File: config.mk
export PLATFORM = sky130hd
export DESIGN_NAME = counter_event_debounce_qualifier_core
export DESIGN_NICKNAME = d
export VERILOG_FILES = /design/src/design/cedq_pkg.sv /design/src/design/cedq_out_fifo.sv /design/src/design/counter_event_debounce_qualifier_core.sv
export SDC_FILE = /design/constraint.sdc
export NUM_CORES = 1
export LEC_CHECK = 0
export ABC_AREA = 1
export BUFFER_PORTS_ARGS = -buffer_cell sky130_fd_sc_hd__buf_2
export CORE_MARGIN = 3
export CORE_UTILIZATION = 55
export CTS_CLUSTER_DIAMETER = 200
export DETAILED_ROUTE_END_ITERATION = 10
export PLACE_DENSITY = 0.73
export SKIP_LAST_GASP = 1
export SLEW_MARGIN = 20
export SYNTH_ARGS = -nofsm -noshare
export SYNTH_HDL_FRONTEND = slang
export SYNTH_SLANG_ARGS = --single-unit
File: constraint.sdc
create_clock -name clk -period 5.86 [get_ports clk]
set_clock_uncertainty 0.2 [all_clocks]
set_input_delay 0.293 -clock clk [delete_from_list [all_inputs] [get_ports clk]]
set_output_delay 0.293 -clock clk [all_outputs]
set_load 0.005 [all_outputs]
File: src/design/cedq_pkg.sv
`timescale 1ns / 1ps

package cedq_pkg;

	// register file of the configuration port
	localparam int CFG_W      = 8;
	localparam int CFG_IDX_W  = 3;
	localparam int STEP_W     = 7;

	typedef enum logic [CFG_IDX_W-1:0] {
		REG_STEP_SIZE         = 3'd0,
		REG_JUMP_VALUE        = 3'd1,
		REG_FAILURE_THRESHOLD = 3'd2,
		REG_AGING_THRESHOLD   = 3'd3,
		REG_HEALING_THRESHOLD = 3'd4,
		REG_OCCURRENCE_LIMIT  = 3'd5
	} cfg_reg_t;

	localparam logic [STEP_W-1:0] STEP_SIZE_RST        = 7'd50;
	localparam logic [CFG_W-1:0]  JUMP_VALUE_RST       = 8'd0;
	localparam logic [CFG_W-1:0]  FAILURE_THRESHOLD_RST = 8'd2;
	localparam logic [CFG_W-1:0]  AGING_THRESHOLD_RST  = 8'd3;
	localparam logic [CFG_W-1:0]  HEALING_THRESHOLD_RST = 8'd3;
	localparam logic [CFG_W-1:0]  OCCURRENCE_LIMIT_RST = 8'd2;

	// item kinds carried on the slave tuser bit
	typedef enum logic {
		OP_REPORT   = 1'b0,
		OP_OP_CYCLE = 1'b1
	} opcode_t;

	localparam int COUNT_WIDTH_DEF = 8;
	localparam int LVL_W           = 10;
	localparam int FD_W            = 8;
	localparam int OUT_CNT_W       = 8;

	localparam logic signed [LVL_W-1:0] LVL_MAX     = 10'sd511;
	localparam logic signed [LVL_W-1:0] LVL_MIN     = -10'sd512;
	localparam logic signed [LVL_W-1:0] LVL_HI_LIM  = 10'sd127;
	localparam logic signed [LVL_W-1:0] LVL_LO_LIM  = -10'sd128;

	// qualified fault-detect codes
	localparam logic signed [FD_W-1:0] FD_FAILED    = 8'sd127;
	localparam logic signed [FD_W-1:0] FD_PREFAILED = 8'sd1;
	localparam logic signed [FD_W-1:0] FD_INITIAL   = 8'sd0;
	localparam logic signed [FD_W-1:0] FD_PREPASSED = -8'sd1;
	localparam logic signed [FD_W-1:0] FD_PASSED    = -8'sd128;
	localparam logic signed [FD_W-1:0] FD_PASS_STOP = -8'sd127;

	// status bit positions
	localparam int ST_TEST_FAILED   = 0;
	localparam int ST_QUALIFIED     = 1;
	localparam int ST_OCCURRENCE    = 2;
	localparam int ST_AGING_BIT     = 3;
	localparam int ST_HEALING_BIT   = 7;

	typedef struct packed {
		logic [OUT_CNT_W-1:0]     healing_count;
		logic [OUT_CNT_W-1:0]     aging_count;
		logic [OUT_CNT_W-1:0]     failure_count;
		logic signed [LVL_W-1:0]  debounce_level;
		logic signed [FD_W-1:0]   fault_detect;
		logic [7:0]               event_status;
	} result_t;

	localparam int RES_W      = $bits(result_t);
	localparam int M_TDATA_W  = 56;
	localparam int OQ_DEPTH   = 3;

endpackage

File: src/design/cedq_out_fifo.sv
`timescale 1ns / 1ps

module cedq_out_fifo
	import cedq_pkg::*;
#(
	parameter int WIDTH = RES_W,
	parameter int DEPTH = OQ_DEPTH
) (
	input  logic                         clk,
	input  logic                         arst_n,
	input  logic                         push,
	input  logic [WIDTH-1:0]             push_data,
	input  logic                         pop,
	output logic                         not_empty,
	output logic [WIDTH-1:0]             head_data,
	output logic [$clog2(DEPTH+1)-1:0]   count
);

	localparam int PTR_W = (DEPTH > 1) ? $clog2(DEPTH) : 1;
	localparam int CNT_W = $clog2(DEPTH+1);
	localparam logic [PTR_W-1:0] PTR_LAST = PTR_W'(DEPTH - 1);

	logic [WIDTH-1:0] entry_q [DEPTH];
	logic [PTR_W-1:0] wr_ptr_q;
	logic [PTR_W-1:0] rd_ptr_q;
	logic [CNT_W-1:0] count_q;
	logic             do_pop;

	assign do_pop    = pop && (count_q != '0);
	assign not_empty = (count_q != '0);
	assign head_data = entry_q[rd_ptr_q];
	assign count     = count_q;

	always_ff @(posedge clk) begin
		if (push) begin
			entry_q[wr_ptr_q] <= push_data;
		end
	end

	always_ff @(posedge clk or negedge arst_n) begin
		if (!arst_n) begin
			wr_ptr_q <= '0;
			rd_ptr_q <= '0;
			count_q  <= '0;
		end else begin
			if (push) begin
				wr_ptr_q <= (wr_ptr_q == PTR_LAST) ? '0 : wr_ptr_q + 1'b1;
			end
			if (do_pop) begin
				rd_ptr_q <= (rd_ptr_q == PTR_LAST) ? '0 : rd_ptr_q + 1'b1;
			end
			case ({push, do_pop})
				2'b10:   count_q <= count_q + 1'b1;
				2'b01:   count_q <= count_q - 1'b1;
				default: count_q <= count_q;
			endcase
		end
	end

endmodule

File: src/design/counter_event_debounce_qualifier_core.sv
`timescale 1ns / 1ps

// counter-based debounce qualifier for one diagnostic event. a beat on the slave side is
// either a monitor report (tuser 0, tdata bit 0 = failed) or the start of an operation cycle
// (tuser 1, tdata ignored); every beat yields exactly one result beat on the master side
// carrying the status byte, the five-level fault-detect value, the debounce level and the
// failure, aging and healing counters after that beat. a beat is registered once on entry
// and resolved in the following cycle by a single pass of adds and compares against the
// event state, so one beat per cycle is sustained while the output buffer has room, and a
// result enters that buffer from the input register. results queue in a three-entry output
// buffer, so input beats keep being taken while earlier results wait; tready drops only when
// the registered beat plus queued results fill the buffer. configuration registers are
// written through cfg_wr_en/cfg_index/cfg_data and must only change while the block is idle

module counter_event_debounce_qualifier_core
	import cedq_pkg::*;
#(
	parameter int COUNT_WIDTH = COUNT_WIDTH_DEF
) (
	input  logic                   clk,
	input  logic                   arst_n,
	// configuration write port
	input  logic                   cfg_wr_en,
	input  logic [CFG_IDX_W-1:0]   cfg_index,
	input  logic [CFG_W-1:0]       cfg_data,
	// slave side
	input  logic                   s_tvalid,
	output logic                   s_tready,
	input  logic [7:0]             s_tdata,  // [0] failed, [7:1] zero
	input  logic [0:0]             s_tuser,  // [0] opcode
	// master side
	output logic                   m_tvalid,
	input  logic                   m_tready,
	output logic [M_TDATA_W-1:0]   m_tdata   // [7:0] event_status, [15:8] fault_detect,
	                                         // [25:16] debounce_level, [33:26] failure_count,
	                                         // [41:34] aging_count, [49:42] healing_count,
	                                         // [55:50] zero
);

	// counters are compared against 8-bit thresholds at the wider of the two widths
	localparam int CMP_W = (COUNT_WIDTH > CFG_W) ? COUNT_WIDTH : CFG_W;
	localparam int OQ_CNT_W = $clog2(OQ_DEPTH + 1);
	localparam int INFL_W   = OQ_CNT_W + 1;

	// configuration registers
	logic [STEP_W-1:0]       step_size_q;
	logic signed [CFG_W-1:0] jump_value_q;
	logic [CFG_W-1:0]        failure_thr_q;
	logic [CFG_W-1:0]        aging_thr_q;
	logic [CFG_W-1:0]        healing_thr_q;
	logic [CFG_W-1:0]        occ_limit_q;

	always_ff @(posedge clk or negedge arst_n) begin
		if (!arst_n) begin
			step_size_q   <= STEP_SIZE_RST;
			jump_value_q  <= JUMP_VALUE_RST;
			failure_thr_q <= FAILURE_THRESHOLD_RST;
			aging_thr_q   <= AGING_THRESHOLD_RST;
			healing_thr_q <= HEALING_THRESHOLD_RST;
			occ_limit_q   <= OCCURRENCE_LIMIT_RST;
		end else if (cfg_wr_en) begin
			case (cfg_index)
				REG_STEP_SIZE:         step_size_q   <= cfg_data[STEP_W-1:0];
				REG_JUMP_VALUE:        jump_value_q  <= cfg_data;
				REG_FAILURE_THRESHOLD: failure_thr_q <= cfg_data;
				REG_AGING_THRESHOLD:   aging_thr_q   <= cfg_data;
				REG_HEALING_THRESHOLD: healing_thr_q <= cfg_data;
				REG_OCCURRENCE_LIMIT:  occ_limit_q   <= cfg_data;
				default:               ; // unmapped index, write dropped
			endcase
		end
	end

	// input register
	logic     valid_s1;
	opcode_t  opcode_s1;
	logic     failed_s1;
	logic     in_accept;

	logic [OQ_CNT_W-1:0] oq_count;
	logic [INFL_W-1:0]   in_flight;

	// beats already committed to the output buffer: the registered one plus queued ones
	assign in_flight = INFL_W'(oq_count) + INFL_W'(valid_s1);
	assign s_tready  = (in_flight < INFL_W'(OQ_DEPTH));
	assign in_accept = s_tvalid && s_tready;

	always_ff @(posedge clk or negedge arst_n) begin
		if (!arst_n) begin
			valid_s1 <= 1'b0;
		end else begin
			valid_s1 <= in_accept;
		end
	end

	always_ff @(posedge clk) begin
		if (in_accept) begin
			opcode_s1 <= opcode_t'(s_tuser[0]);
			failed_s1 <= s_tdata[0];
		end
	end

	// event state
	logic signed [LVL_W-1:0] level_q,   level_d;
	logic signed [FD_W-1:0]  fd_q,      fd_d;
	logic [7:0]              status_q,  status_d;
	logic [COUNT_WIDTH-1:0]  fail_cnt_q, fail_cnt_d;
	logic [COUNT_WIDTH-1:0]  aging_cnt_q, aging_cnt_d;
	logic [COUNT_WIDTH-1:0]  heal_cnt_q, heal_cnt_d;
	logic [COUNT_WIDTH-1:0]  occ_cnt_q,  occ_cnt_d;

	logic signed [LVL_W-1:0] level_base;
	logic signed [LVL_W:0]   level_sum;
	logic signed [LVL_W-1:0] level_sat;
	logic signed [LVL_W-1:0] jump_ext;
	logic [CMP_W-1:0]        fail_cmp;
	logic [CMP_W-1:0]        aging_cmp;
	logic [CMP_W-1:0]        heal_cmp;
	logic [CMP_W-1:0]        occ_cmp;
	logic                    at_passed;

	assign jump_ext  = LVL_W'(jump_value_q);
	assign at_passed = (fd_q == FD_PASSED);

	always_comb begin
		level_d     = level_q;
		fd_d        = fd_q;
		status_d    = status_q;
		fail_cnt_d  = fail_cnt_q;
		aging_cnt_d = aging_cnt_q;
		heal_cnt_d  = heal_cnt_q;
		occ_cnt_d   = occ_cnt_q;
		level_base  = level_q;
		level_sum   = '0;
		level_sat   = level_q;
		fail_cmp    = '0;
		aging_cmp   = '0;
		heal_cmp    = '0;
		occ_cmp     = '0;

		if (opcode_s1 == OP_REPORT) begin
			if (failed_s1) begin
				// reversal from deep pass territory reloads the jump value first
				level_base = (level_q < LVL_LO_LIM) ? jump_ext : level_q;
				level_sum  = (LVL_W+1)'(level_base) + (LVL_W+1)'({1'b0, step_size_q});
			end else begin
				level_base = (level_q > LVL_HI_LIM) ? jump_ext : level_q;
				level_sum  = (LVL_W+1)'(level_base) - (LVL_W+1)'({1'b0, step_size_q});
			end
			if (level_sum > (LVL_W+1)'(LVL_MAX)) begin
				level_sat = LVL_MAX;
			end else if (level_sum < (LVL_W+1)'(LVL_MIN)) begin
				level_sat = LVL_MIN;
			end else begin
				level_sat = level_sum[LVL_W-1:0];
			end

			if (failed_s1) begin
				level_d = level_base;
				// level frozen once fully qualified failed
				if (fd_q != FD_FAILED) begin
					level_d   = level_sat;
					occ_cnt_d = (occ_cnt_q == '1) ? occ_cnt_q : occ_cnt_q + 1'b1;
					occ_cmp   = CMP_W'(occ_cnt_d);
					if (occ_cmp == CMP_W'(occ_limit_q)) begin
						status_d[ST_OCCURRENCE] = 1'b1;
					end
				end
				status_d[ST_TEST_FAILED] = 1'b1;
			end else begin
				level_d = level_base;
				if (fd_q > FD_PASS_STOP) begin
					level_d = level_sat;
				end
				status_d[ST_TEST_FAILED] = 1'b0;
			end

			// four-level qualification of the new level
			if (level_d >= LVL_HI_LIM) begin
				fd_d = FD_FAILED;
				status_d[ST_QUALIFIED] = 1'b1;
			end else if (!level_d[LVL_W-1]) begin
				// level not negative
				fd_d = FD_PREFAILED;
			end else if (level_d > LVL_LO_LIM) begin
				fd_d = FD_PREPASSED;
			end else begin
				fd_d = FD_PASSED;
			end
		end else begin
			// operation cycle start
			if (fd_q == FD_FAILED) begin
				fail_cnt_d = (fail_cnt_q == '1) ? fail_cnt_q : fail_cnt_q + 1'b1;
			end
			fail_cmp = CMP_W'(fail_cnt_d);
			if (fail_cmp == CMP_W'(failure_thr_q)) begin
				status_d[ST_AGING_BIT]   = 1'b1;
				status_d[ST_HEALING_BIT] = 1'b1;
			end
			if (status_d[ST_AGING_BIT] && at_passed) begin
				aging_cnt_d = (aging_cnt_q == '1) ? aging_cnt_q : aging_cnt_q + 1'b1;
			end
			if (status_d[ST_HEALING_BIT] && at_passed) begin
				heal_cnt_d = (heal_cnt_q == '1) ? heal_cnt_q : heal_cnt_q + 1'b1;
			end
			aging_cmp = CMP_W'(aging_cnt_d);
			heal_cmp  = CMP_W'(heal_cnt_d);
			if (aging_cmp == CMP_W'(aging_thr_q)) begin
				status_d[ST_AGING_BIT] = 1'b0;
			end
			if (heal_cmp == CMP_W'(healing_thr_q)) begin
				status_d[ST_HEALING_BIT] = 1'b0;
			end
		end
	end

	always_ff @(posedge clk or negedge arst_n) begin
		if (!arst_n) begin
			level_q     <= '0;
			fd_q        <= FD_INITIAL;
			status_q    <= '0;
			fail_cnt_q  <= '0;
			aging_cnt_q <= '0;
			heal_cnt_q  <= '0;
			occ_cnt_q   <= '0;
		end else if (valid_s1) begin
			level_q     <= level_d;
			fd_q        <= fd_d;
			status_q    <= status_d;
			fail_cnt_q  <= fail_cnt_d;
			aging_cnt_q <= aging_cnt_d;
			heal_cnt_q  <= heal_cnt_d;
			occ_cnt_q   <= occ_cnt_d;
		end
	end

	// result of the registered beat, pushed into the output buffer in the same cycle
	result_t          res_s1;
	logic [CMP_W-1:0] fail_out;
	logic [CMP_W-1:0] aging_out;
	logic [CMP_W-1:0] heal_out;

	assign fail_out  = CMP_W'(fail_cnt_d);
	assign aging_out = CMP_W'(aging_cnt_d);
	assign heal_out  = CMP_W'(heal_cnt_d);

	always_comb begin
		res_s1.event_status   = status_d;
		res_s1.fault_detect   = fd_d;
		res_s1.debounce_level = level_d;
		res_s1.failure_count  = fail_out[OUT_CNT_W-1:0];
		res_s1.aging_count    = aging_out[OUT_CNT_W-1:0];
		res_s1.healing_count  = heal_out[OUT_CNT_W-1:0];
	end

	logic [RES_W-1:0] oq_head;

	cedq_out_fifo #(
		.WIDTH (RES_W),
		.DEPTH (OQ_DEPTH)
	) u_out_fifo (
		.clk       (clk),
		.arst_n    (arst_n),
		.push      (valid_s1),
		.push_data (res_s1),
		.pop       (m_tready),
		.not_empty (m_tvalid),
		.head_data (oq_head),
		.count     (oq_count)
	);

	assign m_tdata = {(M_TDATA_W - RES_W)'(0), oq_head};

	// the buffer can never be asked to hold more beats than it has entries
	assert property (@(posedge clk) disable iff (!arst_n)
		in_flight <= INFL_W'(OQ_DEPTH))
		else $error("output buffer overcommitted");

	// unused status bits stay clear
	assert property (@(posedge clk) disable iff (!arst_n)
		status_q[6:4] == 3'b000)
		else $error("reserved status bits set");

	// qualified value is always one of the five levels
	assert property (@(posedge clk) disable iff (!arst_n)
		fd_q == FD_FAILED || fd_q == FD_PREFAILED || fd_q == FD_INITIAL ||
		fd_q == FD_PREPASSED || fd_q == FD_PASSED)
		else $error("fault detect out of its code set");

	// an accepted beat reaches the buffer on the next cycle
	assert property (@(posedge clk) disable iff (!arst_n)
		in_accept |=> valid_s1)
		else $error("accepted beat lost before the buffer");

endmodule
# --- After elaboration in Yosys (flattened, before gate mapping) ---
# Memories as Yosys holds them, arrays and structs flattened.
# Index checks and enable logic that the tools add are counted.
word_totals:
  register_bits: 111
  memories: 1
  input_bits: 25
  ram_bits: 141
  output_inout_bits: 58
  word_cells: 122
classes:
  n_mux: 48
  addsub: 11
  eq_ne: 20
  order_cmp: 8
  bitwise: 1
  reduce_logical: 14
memory_table:
  columns: ["memory", "depth", "word_bits", "read_ports", "rd_clocked_by_memory_dff", "write_ports", "line", "text"]
  rows:
  - ["u_out_fifo.entry_q", 3, 47, 1, 0, 1, "cedq_out_fifo.sv:23", "logic [WIDTH-1:0] entry_q [DEPTH];"]
ops:
  columns: ["operator", "count"]
  rows:
  - ["$mux W8", 16]
  - ["$mux W10", 10]
  - ["$eq A8 B8 Y1 const B", 6]
  - ["$add A8 B1 Y8 const B", 4]
  - ["$eq A8 B8 Y1", 4]
  - ["$mux W11", 2]
  - ["$gt A10 B8 Y1 const B", 2]
  - ["$mux W1", 15]
  - ["$reduce_and A2 Y1", 6]
  - ["$add A10 B8 Y11", 1]
  - ["$gt A11 B10 Y1 const B", 1]
  - ["$lt A11 B10 Y1 const B", 1]
  - ["$sub A10 B8 Y11", 1]
  - ["$ge A10 B8 Y1 const B", 1]
  - ["$lt A10 B8 Y1 const B", 1]
  - ["$gt A8 B8 Y1 const B", 1]
  - ["$ne A8 B8 Y1 const B", 1]
  - ["$mux W7", 1]
  - ["$add A2 B1 Y2 const B", 3]
  - ["$eq A2 B2 Y1 const B", 3]
  - ["$eq A3 B2 Y1 const B", 2]
  - ["$eq A3 B3 Y1 const B", 2]
  - ["$logic_and A1 B1 Y1", 4]
  - ["$mux W2", 2]
  - ["11 further kinds", 12]

# --- Depth between registers and ports, before layout ---
depth:
  depth_word: 16
  depth_mapped: 30
  ltp_nobuf: 30

# --- Cells and area by module ---
# Synthesis repeated with hierarchy kept, for this count alone.
unflattened:
  hier_cells: 1567
  area_unflattened_um2: 13371.6
by_module_without_submodules:
  columns: ["mod", "seq_area_each_um2", "area_each_um2", "n_inst", "cells_each"]
  rows:
  - ["counter_event_debounce_qualifier_core", 2648.8, 7659.8, 1, 1161]
  - ["cedq_out_fifo", 4654.5, 5711.7, 1, 406]

# --- Worst setup path after synthesis ---
# Ideal clock, no wire load.
synth_timing:
  path_kind: "flip-flop to flip-flop"
  startpoint: "register valid_s1"
  endpoint: "memory u_out_fifo.entry_q[0][0] (netlist bit) (enable)"
  period_less_slack_ps: 4671
  setup_slack_ps: 1189
  arrival_time_ps: 3960
  required_ps: 5148
  n_path_buf: 1
  path_stages_with_launch: 4
  setup_ps: 512
  path_cell_list: "dfrtp_1 buf_2 clkinv_1 nor3_1"
synth_between:
  elab_chain_cells: 2
synth_rtl:
  columns: ["element", "line", "text"]
  rows:
  - ["from (decl)", "counter_event_debounce_qualifier_core.sv:75", "logic valid_s1;"]
  - ["from (signal assigned)", "counter_event_debounce_qualifier_core.sv:92", "valid_s1 <= in_accept;"]
  - ["$mux W1", "cedq_out_fifo.sv:35", "if (push) begin"]
  - ["$mux W1 (not written as such)", "cedq_out_fifo.sv:36", "entry_q[wr_ptr_q] <= push_data;"]
  - ["to (decl)", "cedq_out_fifo.sv:23", null]
# Every way passes these cells.

# --- Worst setup path in the final report ---
layout_timing:
  startpoint: "register level_q[7]"
  endpoint: "memory u_out_fifo.entry_q[0][7] (netlist bit) (data pin)"
layout_between:
  elab_chain_cells: 16
  word_cells_on_any_way: 23
  classes_between: "add/sub (2); order compare (6); mux (15)"
layout_rtl:
  columns: ["element", "line", "text"]
  rows:
  - ["from (decl)", "counter_event_debounce_qualifier_core.sv:104", "logic signed [LVL_W-1:0] level_q, level_d;"]
  - ["from (signal assigned)", "counter_event_debounce_qualifier_core.sv:227", "level_q <= level_d;"]
  - ["$gt A10 B8 Y1 / $lt A10 B8 Y1 (equally long branches)", "counter_event_debounce_qualifier_core.sv:147, counter_event_debounce_qualifier_core.sv:144", null]
  - ["$mux W10, on equally long branches", "counter_event_debounce_qualifier_core.sv:147, counter_event_debounce_qualifier_core.sv:144", null]
  - ["$sub A10 B8 Y11 / $add A10 B8 Y11 (equally long branches)", "counter_event_debounce_qualifier_core.sv:148, counter_event_debounce_qualifier_core.sv:145", null]
  - ["$mux W11", "counter_event_debounce_qualifier_core.sv:142", "if (failed_s1) begin"]
  - ["$mux W11", "counter_event_debounce_qualifier_core.sv:141", "if (opcode_s1 == OP_REPORT) begin"]
  - ["$lt A11 B10 Y1", "counter_event_debounce_qualifier_core.sv:152", "end else if (level_sum < (LVL_W+1)'(LVL_MIN)) begin"]
  - ["$mux W10", "counter_event_debounce_qualifier_core.sv:152", null]
  - ["$mux W10", "counter_event_debounce_qualifier_core.sv:150", "if (level_sum > (LVL_W+1)'(LVL_MAX)) begin"]
  - ["$mux W10, on equally long branches", "counter_event_debounce_qualifier_core.sv:172, counter_event_debounce_qualifier_core.sv:161", null]
  - ["$mux W10 *", "counter_event_debounce_qualifier_core.sv:158", "if (failed_s1) begin"]
  - ["$mux W10 *", "counter_event_debounce_qualifier_core.sv:141", null]
  - ["$gt A10 B8 Y1", "counter_event_debounce_qualifier_core.sv:185", "end else if (level_d > LVL_LO_LIM) begin"]
  - ["$mux W7", "counter_event_debounce_qualifier_core.sv:185", null]
  - ["$mux W8", "counter_event_debounce_qualifier_core.sv:182", "end else if (!level_d[LVL_W-1]) begin"]
  - ["$mux W8 *", "counter_event_debounce_qualifier_core.sv:179", "if (level_d >= LVL_HI_LIM) begin"]
  - ["$mux W8 *", "counter_event_debounce_qualifier_core.sv:141", null]
  - ["net fd_d[2]", "counter_event_debounce_qualifier_core.sv:105", "logic signed [FD_W-1:0] fd_q, fd_d;"]
# The timed path passes the listed nets; every way through them passes the cells marked *. The select of a mux whose other input is x is not followed.

==> flow_summary_export.csv <==
group,metric,value,unit
outcome,outcome,"finished with violations",
outcome,failed_checks,"hold timing",
global_route,gr-total-overflow,0,
clocking,clockBufferDepth,3,
floorplan,coreArea,23500,sq um
power,ir_worst_vdd,0.339,mV
clocking,cts_buffers,27,
critical_path,path_class,"reg2reg",
sta,final_hold_viol_count,1,
routing,drt_iter0_drc,807,
floorplan,pin_count,83,
min_path,min_path_cells,3,
power,power.total,8080,uW
critical_path,critPathLaunchType,"register",
logic_synthesis,ys_seq_area_share,53.3,%
critical_path,r2r_cells,27,
logic_synthesis,ys_ff_latch,252,
sta,post-route-min-period,4.30,ns
logic_synthesis,synth_top_flop_cell,"edfxtp_1",
clocking,htreeDepth,1,
clocking,cts_root_buf,"clkbuf_16",
clocking,cts_setup_buffers,0,
finish,drive_gt1_share,11.3,%
critical_path,crit_fanout,13,
clocking,cts_tree,"built",
sta,fmax,0.233,GHz
logic_synthesis,synth-edff-count,143,
routing,ant_nets,0,
min_path,hold_path_class,"in2reg",
global_route,first_global_vias,10158,
flow_run,maxCapViolations,0,
power,p_leak,0.00650,uW
sta,rsz0062_at_grt,"false",
logic_synthesis,yosysWarnings,0,
logic_synthesis,syn-cell-area,13200,sq um
placement,port_buffers,66,
finish,layout.nets,1635,
sta,tns,0,ns
finish,diodes,0,
floorplan,die_w,161,um
critical_path,end_kind,"register",
global_route,grt_pass1_wl,51.3,mm
logic_synthesis,synth_most_common_cell,"nand2_1",
floorplan,start_util,56.0,%
clocking,clock_latency,0.53,ns
routing,vias,10577,
global_route,grt_max_degree,78,
clocking,clkSlewWorstSetupHoldPaths,0.06,ns
sta,holdWs,-0.0105,ns
routing,avgViaCountPerCell,5.49,
logic_synthesis,synthTopCellsByArea,"edfxtp_1 (33%), dfrtp_1 (19%), nand2_1 (13%)",
routing,wl,31.4,mm
logic_synthesis,avgSynthCellArea,8.63,sq um
global_route,antenna_found_initial,0,
placement,gp_routability_congestion,0.902,
clocking,cts_sinks,252,
critical_path,cp_data_required_time,5.93,ns
clocking,cts-resized-gates,0,
critical_path,arrival,4.36,ns
logic_synthesis,synth_common_cells,"nand2_1 (447), inv_1 (164), o21ai_0 (162), edfxtp_1 (143), nand3_1 (117)",
finish,area_delta_synth_final,11.6,%
sta,min_period_over_period,73.3,%
placement,dp_hpwl,21.0,mm
floorplan,rows,56,
global_route,grt_use_total,24.4,%
power,powerDensity,549,nW/um^2
logic_synthesis,synth_top_area_cell,"edfxtp_1",
sta,tightest_slew,0.986,ns
floorplan,die_h,161,um
critical_path,reg2reg_slack,1.56,ns
routing,drt_pass1_iterations,5,
logic_synthesis,synth_top_area_share,32.6,%
sta,setup_viol_count_final,0,
logic_synthesis,ys_types,53,
floorplan,die_area,25900,sq um
logic_synthesis,syn_inst,1527,
routing,drc,0,
routing,wl_per_cell,16.3,um
logic_synthesis,synthArstFlopShare,43.3,%
sta,slew_violations,0,
sta,slew-limit-headroom,34.3,%
## final cells by class
class | instances | area (sq um)
clock buffers | 37 | 723
fillers | 2023 | 8820
flip-flops and latches | 252 | 7030
repair buffers | 90 | 533
well taps | 319 | 399
clock inverters | 12 | 138
inverters | 174 | 654
multi-input cells | 1042 | 5240
## worst max-delay path: stages (launching register included)
cell,delay (ns)
dfrtp_1,0.44
nand2_1,0.10
nand2_1,0.32
inv_2,0.09
nand2_1,0.07
o21ai_0,0.12
ha_1,0.25
fa_1,0.40
nand3_1,0.12
nand3_1,0.09
nand2_1,0.08
nand2_1,0.07
nand2_1,0.10
nand3_1,0.09
nand2_1,0.17
nand2_2,0.10
nand2_4,0.14
nand2_1,0.07
nand2_1,0.07
o21ai_0,0.09
nand2_1,0.19
nand2_1,0.09
nor2_2,0.12
nand3_2,0.08
nand2_4,0.11
nor2_8,0.05
nand2_4,0.11
nand2_1,0.10
## power by group
part	switching, uW	internal [uW]	total (uW)	leakage (uW)
sequential	281	2580	2860	0.00272
clock	661	992	1650	0.000418
combinational	2410	1160	3570	0.00336
## worst paths after layout
| path | start | endpoint |
|---|---|---|
| hold reg to reg | status_q[1] | status_q[1] |
| setup / recovery | level_q[7] | u_out_fifo.entry_q[0][7] |
| min in group asynchronous | arst_n | aging_cnt_q[7] |
| setup reg to reg | level_q[7] | u_out_fifo.entry_q[0][7] |
| hold / removal | cfg_data[1] | aging_thr_q[1] |
| max in group asynchronous | arst_n | jump_value_q[0] |
## logic make-up (layout without fill, tap and decap cells)
logic type	after synthesis	in the layout	share of synthesized area, %
buffers and inverters	241	313	7.27
other	1	9	0.0284
multiplexers	1	1	0.0759
flip-flops	252	252	53.3
XOR/XNOR	24	24	1.59
AND/OR/NAND/NOR	703	703	23.4
AO/OA/AOI/OAI	282	282	12.0
adder cells (fa/ha/maj)	23	23	2.30
## state kept, by name, indices dropped and copies added (netlist names)
name,cells
step_size_q,7
fail_cnt_q,8
fd_q,8
jump_value_q,8
level_q,10
valid_s1,1
u_out_fifo.wr_ptr_q,2
failed_s1,1
heal_cnt_q,8
occ_cnt_q,8
u_out_fifo.entry_q,141
aging_thr_q,8
healing_thr_q,8
u_out_fifo.rd_ptr_q,2
failure_thr_q,8
aging_cnt_q,8
u_out_fifo.count,2
occ_limit_q,8
opcode_s1,1
status_q,5
## stage by stage
stage	worst slack, ns	area [sq um]	util (%)	std cells	hold slack, ns
after floorplan	1.19	13200	-	1535	-0.203
after global placement	1.66	13800	58.5	1869	0.0791
after detailed placement	1.63	13800	58.5	1869	0.0784
after CTS	1.60	14700	62.5	1926	0.0000159
after global routing	1.13	14700	62.5	1926	0.0238
final	1.56	14700	62.5	1926	-0.0105
## layer usage
metal | wire (um) | track usage [%] | up-vias
met5 | 0 | 0 | -
met4 | 695 | 6.53 | 0
met3 | 2310 | 3.12 | 49
met2 | 14300 | 39.5 | 349
met1 | 14100 | 35.3 | 4985
li1 | - | - | 5194
## cells in the final DEF, fill, tap and decap left out, drive strengths merged, types with 3 or more instances in the layout
cell type and count:
buf 82, bufinv 3, dlygate4sd3 8, clkbuf 37
inv 171, edfxtp 143, nand3b 10, dfstp 9
xnor2 6, nor4 3, clkinv 11, or2 13
nor2 59, o21bai 5, and2 5, nor3 15
dfrtp 100, a31oi 3, ha 21, o21ai 171
nand3 122, xor2 18, nand2 465, a21oi 46
o211ai 47, nand4 10, conb 9
## timing repair
action | 4_1_cts | 5_1_grt
endpoints found under the setup margin | 0 | 0
endpoints found under the hold margin | 50 | 0
hold buffers | 8 | 0
(Power assumes the default switching activity.)
